[src/hdl/nhbp_pkg.sv]
// ----------------------------------------------------------------------------
// nhbp_pkg
// Types and constants shared by the network header byte parser.
// ----------------------------------------------------------------------------
package nhbp_pkg;

   typedef enum logic [2:0] {
      PH_FIXED   = 3'd0,
      PH_HOPCNT  = 3'd1,
      PH_HOPLO   = 3'd2,
      PH_HOPHI   = 3'd3,
      PH_SECCTL  = 3'd4,
      PH_COUNTER = 3'd5,
      PH_KEYID   = 3'd6,
      PH_PAYLOAD = 3'd7
   } phase_type;

   localparam logic [1:0] KIND_HOP   = 2'd0;
   localparam logic [1:0] KIND_DONE  = 2'd1;
   localparam logic [1:0] KIND_TRUNC = 2'd2;

   localparam logic [2:0] FIXED_LAST_POS   = 3'd6;
   localparam logic [2:0] COUNTER_END_POS  = 3'd4;
   localparam int         CTL_SECURITY_BIT = 6;
   localparam int         CTL_ROUTE_BIT    = 7;

   typedef struct packed {
      phase_type    phase;
      logic [2:0]   pos;
      logic [7:0]   control;
      logic [7:0]   sequence_num;
      logic [15:0]  dst;
      logic [15:0]  src;
      logic [7:0]   radius;
      logic [7:0]   hops;
      logic [7:0]   hop_lo;
      logic [7:0]   sec_ctl;
      logic [31:0]  counter;
      logic [7:0]   key;
      logic [9:0]   length;
   } state_type;

   localparam state_type STATE_RESET = '{
      phase: PH_FIXED, pos: '0, control: '0, sequence_num: '0, dst: '0, src: '0,
      radius: '0, hops: '0, hop_lo: '0, sec_ctl: '0, counter: '0, key: '0,
      length: '0};

   typedef struct packed {
      logic [1:0]   kind;
      logic [7:0]   frame_control;
      logic [7:0]   sequence_number;
      logic [15:0]  dst_addr;
      logic [15:0]  src_addr;
      logic [7:0]   radius;
      logic [15:0]  hop_addr;
      logic [7:0]   security_control;
      logic [31:0]  frame_counter;
      logic         key_id_present;
      logic [7:0]   key_identifier;
      logic [9:0]   header_length;
   } result_type;

endpackage

[src/hdl/nhbp_step.sv]
// ----------------------------------------------------------------------------
// nhbp_step
// Per-byte parse step: next parser state and the result item, if any.
// ----------------------------------------------------------------------------
module nhbp_step (
   input  nhbp_pkg::state_type  cur_state,
   input  logic [7:0]           data_byte,
   input  logic                 last_byte,
   output nhbp_pkg::state_type  next_state,
   output logic                 emit,
   output nhbp_pkg::result_type result
);
   import nhbp_pkg::*;

   state_type   upd;
   logic        complete;
   logic        have_hop;
   logic [15:0] hop;
   logic [2:0]  pos_inc;
   logic [7:0]  hops_dec;
   logic        key_present;
   logic [1:0]  kind;

   assign pos_inc  = cur_state.pos + 3'd1;
   assign hops_dec = cur_state.hops - 8'd1;

   always_comb begin
      upd      = cur_state;
      complete = 1'b0;
      have_hop = 1'b0;
      hop      = '0;
      if (cur_state.phase != PH_PAYLOAD) begin
         upd.length = cur_state.length + 10'd1;
      end
      case (cur_state.phase)
         PH_FIXED: begin
            case (cur_state.pos)
               3'd0: upd.control      = data_byte;
               3'd1: upd.sequence_num = data_byte;
               3'd2: upd.dst          = {8'h00, data_byte};
               3'd3: upd.dst          = cur_state.dst | {data_byte, 8'h00};
               3'd4: upd.src          = {8'h00, data_byte};
               3'd5: upd.src          = cur_state.src | {data_byte, 8'h00};
               default: upd.radius    = data_byte;
            endcase
            upd.pos = pos_inc;
            if (cur_state.pos == FIXED_LAST_POS) begin
               upd.pos = '0;
               if (upd.control[CTL_ROUTE_BIT]) begin
                  upd.phase = PH_HOPCNT;
               end else if (upd.control[CTL_SECURITY_BIT]) begin
                  upd.phase = PH_SECCTL;
               end else begin
                  upd.phase = PH_PAYLOAD;
                  complete  = 1'b1;
               end
            end
         end
         PH_HOPCNT: begin
            upd.hops = data_byte;
            if (data_byte != 8'h00) begin
               upd.phase = PH_HOPLO;
            end else if (cur_state.control[CTL_SECURITY_BIT]) begin
               upd.phase = PH_SECCTL;
            end else begin
               upd.phase = PH_PAYLOAD;
               complete  = 1'b1;
            end
         end
         PH_HOPLO: begin
            upd.hop_lo = data_byte;
            upd.phase  = PH_HOPHI;
         end
         PH_HOPHI: begin
            hop      = {data_byte, cur_state.hop_lo};
            have_hop = 1'b1;
            upd.hops = hops_dec;
            if (hops_dec != 8'h00) begin
               upd.phase = PH_HOPLO;
            end else if (cur_state.control[CTL_SECURITY_BIT]) begin
               upd.phase = PH_SECCTL;
            end else begin
               upd.phase = PH_PAYLOAD;
               complete  = 1'b1;
            end
         end
         PH_SECCTL: begin
            upd.sec_ctl = data_byte;
            upd.pos     = '0;
            upd.phase   = PH_COUNTER;
         end
         PH_COUNTER: begin
            upd.counter = cur_state.counter
                        | ({24'h000000, data_byte} << {cur_state.pos[1:0], 3'b000});
            upd.pos     = pos_inc;
            if (pos_inc >= COUNTER_END_POS) begin
               upd.pos = '0;
               if (cur_state.sec_ctl[3:2] != 2'b00) begin
                  upd.phase = PH_KEYID;
               end else begin
                  upd.phase = PH_PAYLOAD;
                  complete  = 1'b1;
               end
            end
         end
         PH_KEYID: begin
            upd.key   = data_byte;
            upd.phase = PH_PAYLOAD;
            complete  = 1'b1;
         end
         default: begin
         end
      endcase
   end

   always_comb begin
      emit = 1'b1;
      kind = KIND_HOP;
      if (complete) begin
         kind = KIND_DONE;
      end else if (last_byte && upd.phase != PH_PAYLOAD) begin
         kind = KIND_TRUNC;
      end else if (!have_hop) begin
         emit = 1'b0;
      end
   end

   assign key_present = (upd.phase == PH_PAYLOAD) && upd.control[CTL_SECURITY_BIT]
                      && (upd.sec_ctl[3:2] != 2'b00);

   always_comb begin
      result.kind             = kind;
      result.frame_control    = upd.control;
      result.sequence_number  = upd.sequence_num;
      result.dst_addr         = upd.dst;
      result.src_addr         = upd.src;
      result.radius           = upd.radius;
      result.hop_addr         = (kind == KIND_TRUNC) ? 16'h0000 : hop;
      result.security_control = upd.sec_ctl;
      result.frame_counter    = upd.counter;
      result.key_id_present   = key_present;
      result.key_identifier   = key_present ? upd.key : 8'h00;
      result.header_length    = (kind == KIND_DONE) ? upd.length : 10'd0;
   end

   assign next_state = last_byte ? STATE_RESET : upd;

endmodule

[src/hdl/nwk_header_byte_parser_core.sv]
// ----------------------------------------------------------------------------
// nwk_header_byte_parser_core
// Byte-serial network frame header parser with one result register.
// ----------------------------------------------------------------------------
// Usage:
//   req_* carries one frame byte per item; req_last_byte marks the final
//   byte of a frame, after which the next byte starts a new frame.
//   rsp_* carries a result item: a route hop, a header summary or a
//   truncated-header error. Most bytes produce no result.
//   Throughput: one byte per cycle while req_ready is high. The parse state
//   updates as a byte is accepted and any result is registered in the same
//   edge, so a result appears on rsp_* in the cycle after its byte.
//   A new byte is taken while the result register is empty or its item is
//   taken in that cycle; a stalled receiver holds req_ready low until the
//   pending item is taken.
//   Reset (synchronous) returns the parser to the start of a frame and
//   empties the result register.
// ----------------------------------------------------------------------------
module nwk_header_byte_parser_core (
   input  logic        clock,
   input  logic        reset,
   input  logic        req_valid,
   output logic        req_ready,
   input  logic [7:0]  req_data_byte,
   input  logic        req_last_byte,
   output logic        rsp_valid,
   input  logic        rsp_ready,
   output logic [1:0]  rsp_result_kind,
   output logic [7:0]  rsp_frame_control,
   output logic [7:0]  rsp_sequence_number,
   output logic [15:0] rsp_dst_addr,
   output logic [15:0] rsp_src_addr,
   output logic [7:0]  rsp_radius,
   output logic [15:0] rsp_hop_addr,
   output logic [7:0]  rsp_security_control,
   output logic [31:0] rsp_frame_counter,
   output logic        rsp_key_id_present,
   output logic [7:0]  rsp_key_identifier,
   output logic [9:0]  rsp_header_length
);
   import nhbp_pkg::*;

   state_type  state_ff;
   state_type  state_in;
   result_type result_ff;
   result_type result_in;
   logic       emit;
   logic       rsp_valid_ff;
   logic       accept;

   nhbp_step u_step (
      .cur_state  (state_ff),
      .data_byte  (req_data_byte),
      .last_byte  (req_last_byte),
      .next_state (state_in),
      .emit       (emit),
      .result     (result_in)
   );

   assign req_ready = !rsp_valid_ff || rsp_ready;
   assign accept    = req_valid && req_ready;

   always_ff @(posedge clock) begin
      if (reset) begin
         state_ff     <= STATE_RESET;
         rsp_valid_ff <= 1'b0;
      end else if (accept) begin
         state_ff     <= state_in;
         rsp_valid_ff <= emit;
      end else if (rsp_ready) begin
         rsp_valid_ff <= 1'b0;
      end
   end

   always_ff @(posedge clock) begin
      if (accept && emit) begin
         result_ff <= result_in;
      end
   end

   assign rsp_valid            = rsp_valid_ff;
   assign rsp_result_kind      = result_ff.kind;
   assign rsp_frame_control    = result_ff.frame_control;
   assign rsp_sequence_number  = result_ff.sequence_number;
   assign rsp_dst_addr         = result_ff.dst_addr;
   assign rsp_src_addr         = result_ff.src_addr;
   assign rsp_radius           = result_ff.radius;
   assign rsp_hop_addr         = result_ff.hop_addr;
   assign rsp_security_control = result_ff.security_control;
   assign rsp_frame_counter    = result_ff.frame_counter;
   assign rsp_key_id_present   = result_ff.key_id_present;
   assign rsp_key_identifier   = result_ff.key_identifier;
   assign rsp_header_length    = result_ff.header_length;

endmodule

[config.mk]
export PLATFORM = sky130hd
export DESIGN_NAME = nwk_header_byte_parser_core
export DESIGN_NICKNAME = d
export VERILOG_FILES = /design/src/hdl/nhbp_pkg.sv /design/src/hdl/nhbp_step.sv /design/src/hdl/nwk_header_byte_parser_core.sv
export SDC_FILE = /design/constraint.sdc
export NUM_CORES = 1
export LEC_CHECK = 0
export BUFFER_PORTS_ARGS = -buffer_cell sky130_fd_sc_hd__buf_2
export CORE_MARGIN = 3
export CORE_UTILIZATION = 52
export CTS_CLUSTER_DIAMETER = 120
export DETAILED_ROUTE_END_ITERATION = 16
export GPL_TIMING_DRIVEN = 0
export HOLD_SLACK_MARGIN = 0.02
export MAX_ROUTING_LAYER = met4
export PLACE_DENSITY_LB_ADDON = 0.2
export SYNTH_ARGS = -nofsm -noshare
export SYNTH_HDL_FRONTEND = slang
export SYNTH_SLANG_ARGS = --single-unit
[constraint.sdc]
create_clock -name clock -period 11.1 [get_ports clock]
set_clock_uncertainty 0.2 [all_clocks]
set_input_delay 2.22 -clock clock [delete_from_list [all_inputs] [get_ports clock]]
set_output_delay 2.22 -clock clock [all_outputs]
set_load 0.005 [all_outputs]
==> metrics.cfg, run 1 <==
[sta]
fmax_mhz = 196
relSlewSlack_pct = 11.8
period_share_pct = 45.8
finalSetupViolCount = 0
period_needed_ns = 5.09
hold_violations = 0
rsz0062_at_grt = false
final_max_slew_viol_count = 0
tightest_slew_ns = 1.31

[routing]
wl_met2_microns = 13400
wl_met3_microns = 1710
vias_per_cell = 5.78
routed-via-count = 8313
drc_errors = 0
drt_first_iter_violations = 688
wl_met1_microns = 11700
routed_wl_microns = 27700
routedWlPerCell_microns = 19.2
top_layer = met4
postRouteAntennaNets = 0
first_pass_iters = 6

[cells_and_area]
fill_cells = 1664
drive_gt1_share_pct = 20.5
stdcell_count = 1439
final_net_count = 1170
area_growth_syn_to_layout_pct = 19.0
finalInstanceArea_sq_mm = 0.0131
antenna_cells = 0

[setup_path]
crit_path_end_kind = output port
rr_worst_depth = 8
worstSetupPathType = input pin to output port
rrSetupSlack_ns = 7.71
startpoint_type = input pin
timing.rr.end = rsp_frame_counter[4]
path_max_fanout = 5
worst_ep_required_time_ns = 8.68
crit_arrival_ns = 2.67
r2r-start = state_ff[130]

[min_path]
min_from = state_ff[26]
worst_hold_path.endpoint = state_ff[26]
hp-class = flop to flop
holdPathStages = 2

[synthesis]
synth_top_area_share_pct = 36.4
synth_largest_area_cell = edfxtp_1
synth_cells = 979
synth_seq_cells = 270
yosysWarnings = 0
synth_cell_types = 58
synthArstFlopShare_pct = 0
syn_area_sq_mm = 0.0110
avgSynthCellArea_sq_um = 11.2
synthTopCellsByArea = edfxtp_1 (36%), dfxtp_1 (25%), a22oi_1 (6.3%)
yosysSeqAreaShare_pct = 61.4
yosysMostFrequentCell = dfxtp_1
synth_ff_type = dfxtp_1
synth_edf_count = 133
ys_top_cells_by_count = dfxtp_1 (137), nor2_1 (136), edfxtp_1 (133), a22oi_1 (92), nand2_1 (75)
syn-num-nets = 1000

[clocking]
cts-buffers-inserted = 27
cts.path.max_buffers = 3
cts_tree = done
htree_levels = 1
cts-resized-gates = 0
path_clk_slew_ns = 0.06
cts_sinks = 270
root_buffer = clkbuf_16
insertion_delay_ns = 0.53
cts_setup_buffers = 0
ctsHoldBuffers = 0

[pwr]
p_int_uw = 1720
vdd_drop_max_uv = 110
clockPowerShare_pct = 45.1
p_sw_share_pct = 21.5
power_frac_seq_pct = 49.0
combPwrFrac_pct = 5.8
p_leak_uw = 0.00525
power_density_mw_per_mm2 = 168
switchingPower_uw = 470

[global_route]
track_usage_pct = 24.1
antenna_found_initial = 0
grt_pass1_vias = 7785
overflow = 0
grt_pass1_wl_microns = 42100
grt_max_degree = 32

[placement]
portBuffers = 137
dp_hpwl_microns = 18400
placedCellCount = 1390
finalWeightedCongestion = 0.924
placed_cell_area_sq_mm = 0.0121

[flow_run]
cap_viol_max_count = 0

[floorplanning]
die_y_microns = 151
dieArea_sq_mm = 0.0229
fp-row-count = 52
io-pin-count = 148
die_w_microns = 151
start_util_pct = 53.6
core_area_sq_mm = 0.0205

[run_status]
status = finished, final reports clean

==> layout by cell type (no fill, tap or decap), drive strengths merged, types with 7 or more instances in the layout <==
cell type,n
inv,14
mux2i,12
a21o,33
nand3,10
nor3,14
o21ai,28
nand2,76
buf,160
a22oi,93
xnor2,7
and2,21
dfxtp,137
clkinv,8
mux2,29
ha,8
bufinv,7
a22o,31
nor2,137
clkbuf,95
edfxtp,133
a21oi,38
==> power groups by stage <==
stage | clock network (uW) | logic [uW] | registers [uW]
final | 989 | 128 | 1080
after CTS | 1000 | 128 | 1080
after global placement | 0 | 121 | 1110
after global routing | 1040 | 138 | 1080
after floorplan | 0 | 67.6 | 1100
after detailed placement | 0 | 127 | 1100
==> worst max path at each step <==
| stage | cells after the start | endpoint | slack, ns | start |
|---|---|---|---|---|
| floorplan | 6 | rsp_dst_addr[0] | 0.43 | req_data_byte[5] |
| global placement | 6 | rsp_src_addr[6] | -2.80 | req_data_byte[1] |
| detailed placement | 7 | rsp_frame_counter[6] | 5.72 | req_data_byte[0] |
| CTS | 3 | req_ready | 6.01 | rsp_ready |
| global route | 3 | req_ready | 5.97 | rsp_ready |
| finish | 3 | req_ready | 6.01 | rsp_ready |
==> layout make-up <==
cell class              instances  area, sq um  area share (%)
flip-flops and latches        270         6740            51.6
well taps                     270          338            2.59
clock buffers                  33          708            5.42
repair buffers                141          766            5.86
inverters                      14         52.6           0.402
plain buffers                  81          337            2.58
clock inverters                16          260            1.99
multi-input cells             614         3870            29.6
==> cell families after synthesis <==
logic type / count (synthesis) / share of synthesized area, %
buffers and inverters: 95 / 3.55
and+or+nand+nor: 303 / 12.7
DFF: 270 / 61.4
adders and majority gates: 8 / 0.912
xor gates and xnor gates: 11 / 0.878
AOI/OAI and AO/OA: 251 / 16.5
muxes: 41 / 4.07
==> per-layer routing <==
metal / GRT usage, % / vias up
met5: - / -
met4: 7.80 / 0
met3: 2.99 / 64
met2: 39.0 / 328
met1: 31.7 / 4000
li1: - / 3921
==> flip-flops by register name, indices dropped and copies added (netlist names), 10 cells and up <==
signal             cells
rsp_hop_addr          16
state_ff             136
rsp_dst_addr          16
rsp_frame_counter     32
rsp_src_addr          16
rsp_header_length     10
==> per-stage QoR <==
stage          hold WS, ns  worst slack [ns]  utilization, %  total power (uW)  TNS (ns)
4_1_cts              0.255              6.01            63.8              2200         0
3_3_place_gp         0.241             -2.80            58.5              1230   -371.52
3_5_place_dp         0.246              5.72            59.0              1220         0
6_report             0.255              6.01            63.8              2190         0
5_1_grt              0.269              5.97            63.8              2260         0
2_1_floorplan        0.237             0.428               -              1170         0
==> critical path: stages <==
cell and delay [ns]:
buf_2 0.09, nand2b_1 0.20, buf_2 0.16
Power figures use the tool's default switching activity.
==> run 2: changes to the inputs <==
CORE_UTILIZATION = 55   (was 52)
clock period = 5 ns   (was 11.1 ns; I/O delays follow)
==> run 2 against run 1 <==
Net effect:
- sequential power grew 120%
- flip-flop and latch count is the same
- largest power group unchanged
- routed wire length shrank 2.7%
- register-to-register slack lost 6.1 ns
- critical endpoint is now rsp_hop_addr[8]
- non-clock buffer count is the same
==> metrics.cfg, run 2 (synthesized netlist as in run 1, its figures left out) <==
[floorplanning]
io-pin-count = 148  ; unchanged
start_util_pct = 56.2  ; was 53.6%
die_w_microns = 147  ; was 151 microns
core_area_sq_mm = 0.0195  ; was 0.0205 sq mm
dieArea_sq_mm = 0.0217  ; was 0.0229 sq mm
die_y_microns = 147  ; was 151 microns
fp-row-count = 51  ; was 52

[routing]
first_pass_iters = 5  ; was 6
routedWlPerCell_microns = 18.8  ; was 19.2 microns
postRouteAntennaNets = 0  ; unchanged
wl_met2_microns = 13000  ; was 13400 microns
wl_met1_microns = 11000  ; was 11700 microns
routed_wl_microns = 26900  ; was 27700 microns
drt_first_iter_violations = 653  ; was 688
top_layer = met4  ; unchanged
routed-via-count = 8317  ; was 8313
wl_met3_microns = 2050  ; was 1710 microns
drc_errors = 0  ; unchanged
vias_per_cell = 5.79  ; was 5.78

[global_route]
antenna_found_initial = 1  ; was 0
overflow = 0  ; unchanged
grt_pass1_wl_microns = 42200  ; was 42100 microns
grt_pass1_vias = 7744  ; was 7785
track_usage_pct = 25.0  ; was 24.1%
grt_max_degree = 36  ; was 32

[sta]
finalSetupViolCount = 0  ; unchanged
whs_ns = 0.254  ; was 0.255 ns
final.setup.tns_ns = 0  ; unchanged
period_share_pct = 73.6
tightest_slew_ns = 1.25  ; was 1.31 ns
hold_violations = 0  ; unchanged
period_needed_ns = 3.68
relSlewSlack_pct = 16.3  ; was 11.8%
final_max_slew_viol_count = 0  ; unchanged
rsz0062_at_grt = false  ; unchanged
fmax_mhz = 272

[clocking]
cts-buffers-inserted = 27  ; unchanged
path_clk_slew_ns = 0.06  ; about the same
root_buffer = clkbuf_16  ; unchanged
cts.path.max_buffers = 3  ; unchanged
cts_sinks = 270  ; unchanged
htree_levels = 1  ; unchanged
cts_setup_buffers = 0  ; unchanged
cts_tree = done  ; unchanged
ctsHoldBuffers = 0  ; unchanged
insertion_delay_ns = 0.54  ; was 0.53 ns
cts-resized-gates = 0  ; unchanged

[setup_path]
rr_worst_depth = 9  ; was 8
crit_path_end_kind = flop  ; was output port
worstSetupPathType = input pin to flop  ; was input pin to output port
crit_arrival_ns = 3.72  ; was 2.67 ns
path_common_cell = buf_12  ; was buf_2
crit_path_top_delay_cell = or4_1  ; was nand2b_1
startpoint_type = input pin  ; unchanged
worst_ep_required_time_ns = 5.04  ; was 8.68 ns
max_stage_delay_ns = 0.61  ; was 0.20 ns
crit_chain = clkbuf_1 > or4_1 > nor2_2 > a2111oi_0 > o211a_1 > o2bb2ai_4 > buf_12 > buf_12  ; was buf_2 > nand2b_1 > buf_2
path_max_fanout = 28  ; was 5

[pwr]
power_density_mw_per_mm2 = 365  ; was 168 mW/mm^2
vdd_drop_max_uv = 303  ; was 110 uV
finalPower_uw = 4750  ; was 2190 uW
p_leak_uw = 0.00523  ; was 0.00525 uW

[placement]
finalWeightedCongestion = 0.915  ; was 0.924
dp_hpwl_microns = 17900  ; was 18400 microns
placedCellCount = 1385  ; was 1390
portBuffers = 137  ; unchanged

[cells_and_area]
top_register = state_ff  ; unchanged
largest_reg_flops = 136  ; unchanged
drive_gt1_share_pct = 20.4  ; was 20.5%
final_net_count = 1170  ; unchanged
utilization_pct = 66.7  ; was 63.8%
stdcell_count = 1436  ; was 1439
final_cell_mix = buf_2 (151), dfxtp_1 (137), nor2_1 (136), edfxtp_1 (133), a22oi_1 (92)  ; unchanged
final_common_cell = buf_2  ; unchanged
area_growth_syn_to_layout_pct = 18.6  ; was 19.0%

[flow_run]
cap_viol_max_count = 0  ; unchanged

[min_path]
holdPathStages = 2  ; unchanged
hp-class = flop to flop  ; unchanged

[run_status]
status = finished, final reports clean  ; unchanged

run 2: cell count changes in the layout (fill, tap and decap cells not counted):
cell	before	now
clkinv_1	1	4
clkinv_2	6	5
diode_2	0	1
inv_6	0	1
bufinv_16	7	4
clkbuf_8	1	4
clkinv_4	1	0
clkbuf_1	67	66
run 2: area by class of cell:
| type | instances | area (sq um) |
|---|---|---|
| Sequential cell | 270 | 6740 |
| Fill cell | 1535 | 6510 |
| Multi-Input combinational cell | 614 | 3870 |
| Timing Repair Buffer | 141 | 766 |
| Clock buffer | 35 | 746 |
| Buffer | 81 | 337 |
| Tap cell | 265 | 332 |
| Clock inverter | 15 | 176 |
| Inverter | 14 | 52.6 |
| Antenna cell | 1 | 2.50 |
run 2: worst max-delay path, delay by kind of cell:
family / cells / cell delay [ns]
AO/OA/AOI/OAI: 3 / 1.08
AND/OR/NAND/NOR: 2 / 0.83
buffers and inverters: 3 / 0.77
run 2: path summary, 6_finish.rpt:
check / start / endpoint / slack [ns]
max: req_data_byte[5] / rsp_hop_addr[8] / 1.32
min: state_ff[32] / state_ff[32] / 0.25
max reg2reg: state_ff[130] / rsp_hop_addr[8] / 1.61
min reg2reg: state_ff[32] / state_ff[32] / 0.25
run 2: layer usage:
layer  GRT usage (%)  vias to the layer above
li1                -                     3925
met1            32.3                     3988
met2            40.2                      340
met3            4.29                       64
met4            8.99                        0
met5               -                        -
run 2: per-stage QoR:
step / setup WS, ns / instance area, sq um
2_1_floorplan: 0.0490 / 11000
3_3_place_gp: -1.16 / 12000
3_5_place_dp: 0.762 / 12100
4_1_cts: 1.32 / 13000
5_1_grt: 1.17 / 13000
6_report: 1.32 / 13000
run 2: report_power, final:
group | switching, uW | total (uW) | internal [uW]
sequential | 18.1 | 2390 | 2370
combinational | 195 | 281 | 86.0
clock | 825 | 2080 | 1250
total | 1040 | 4750 | 3710
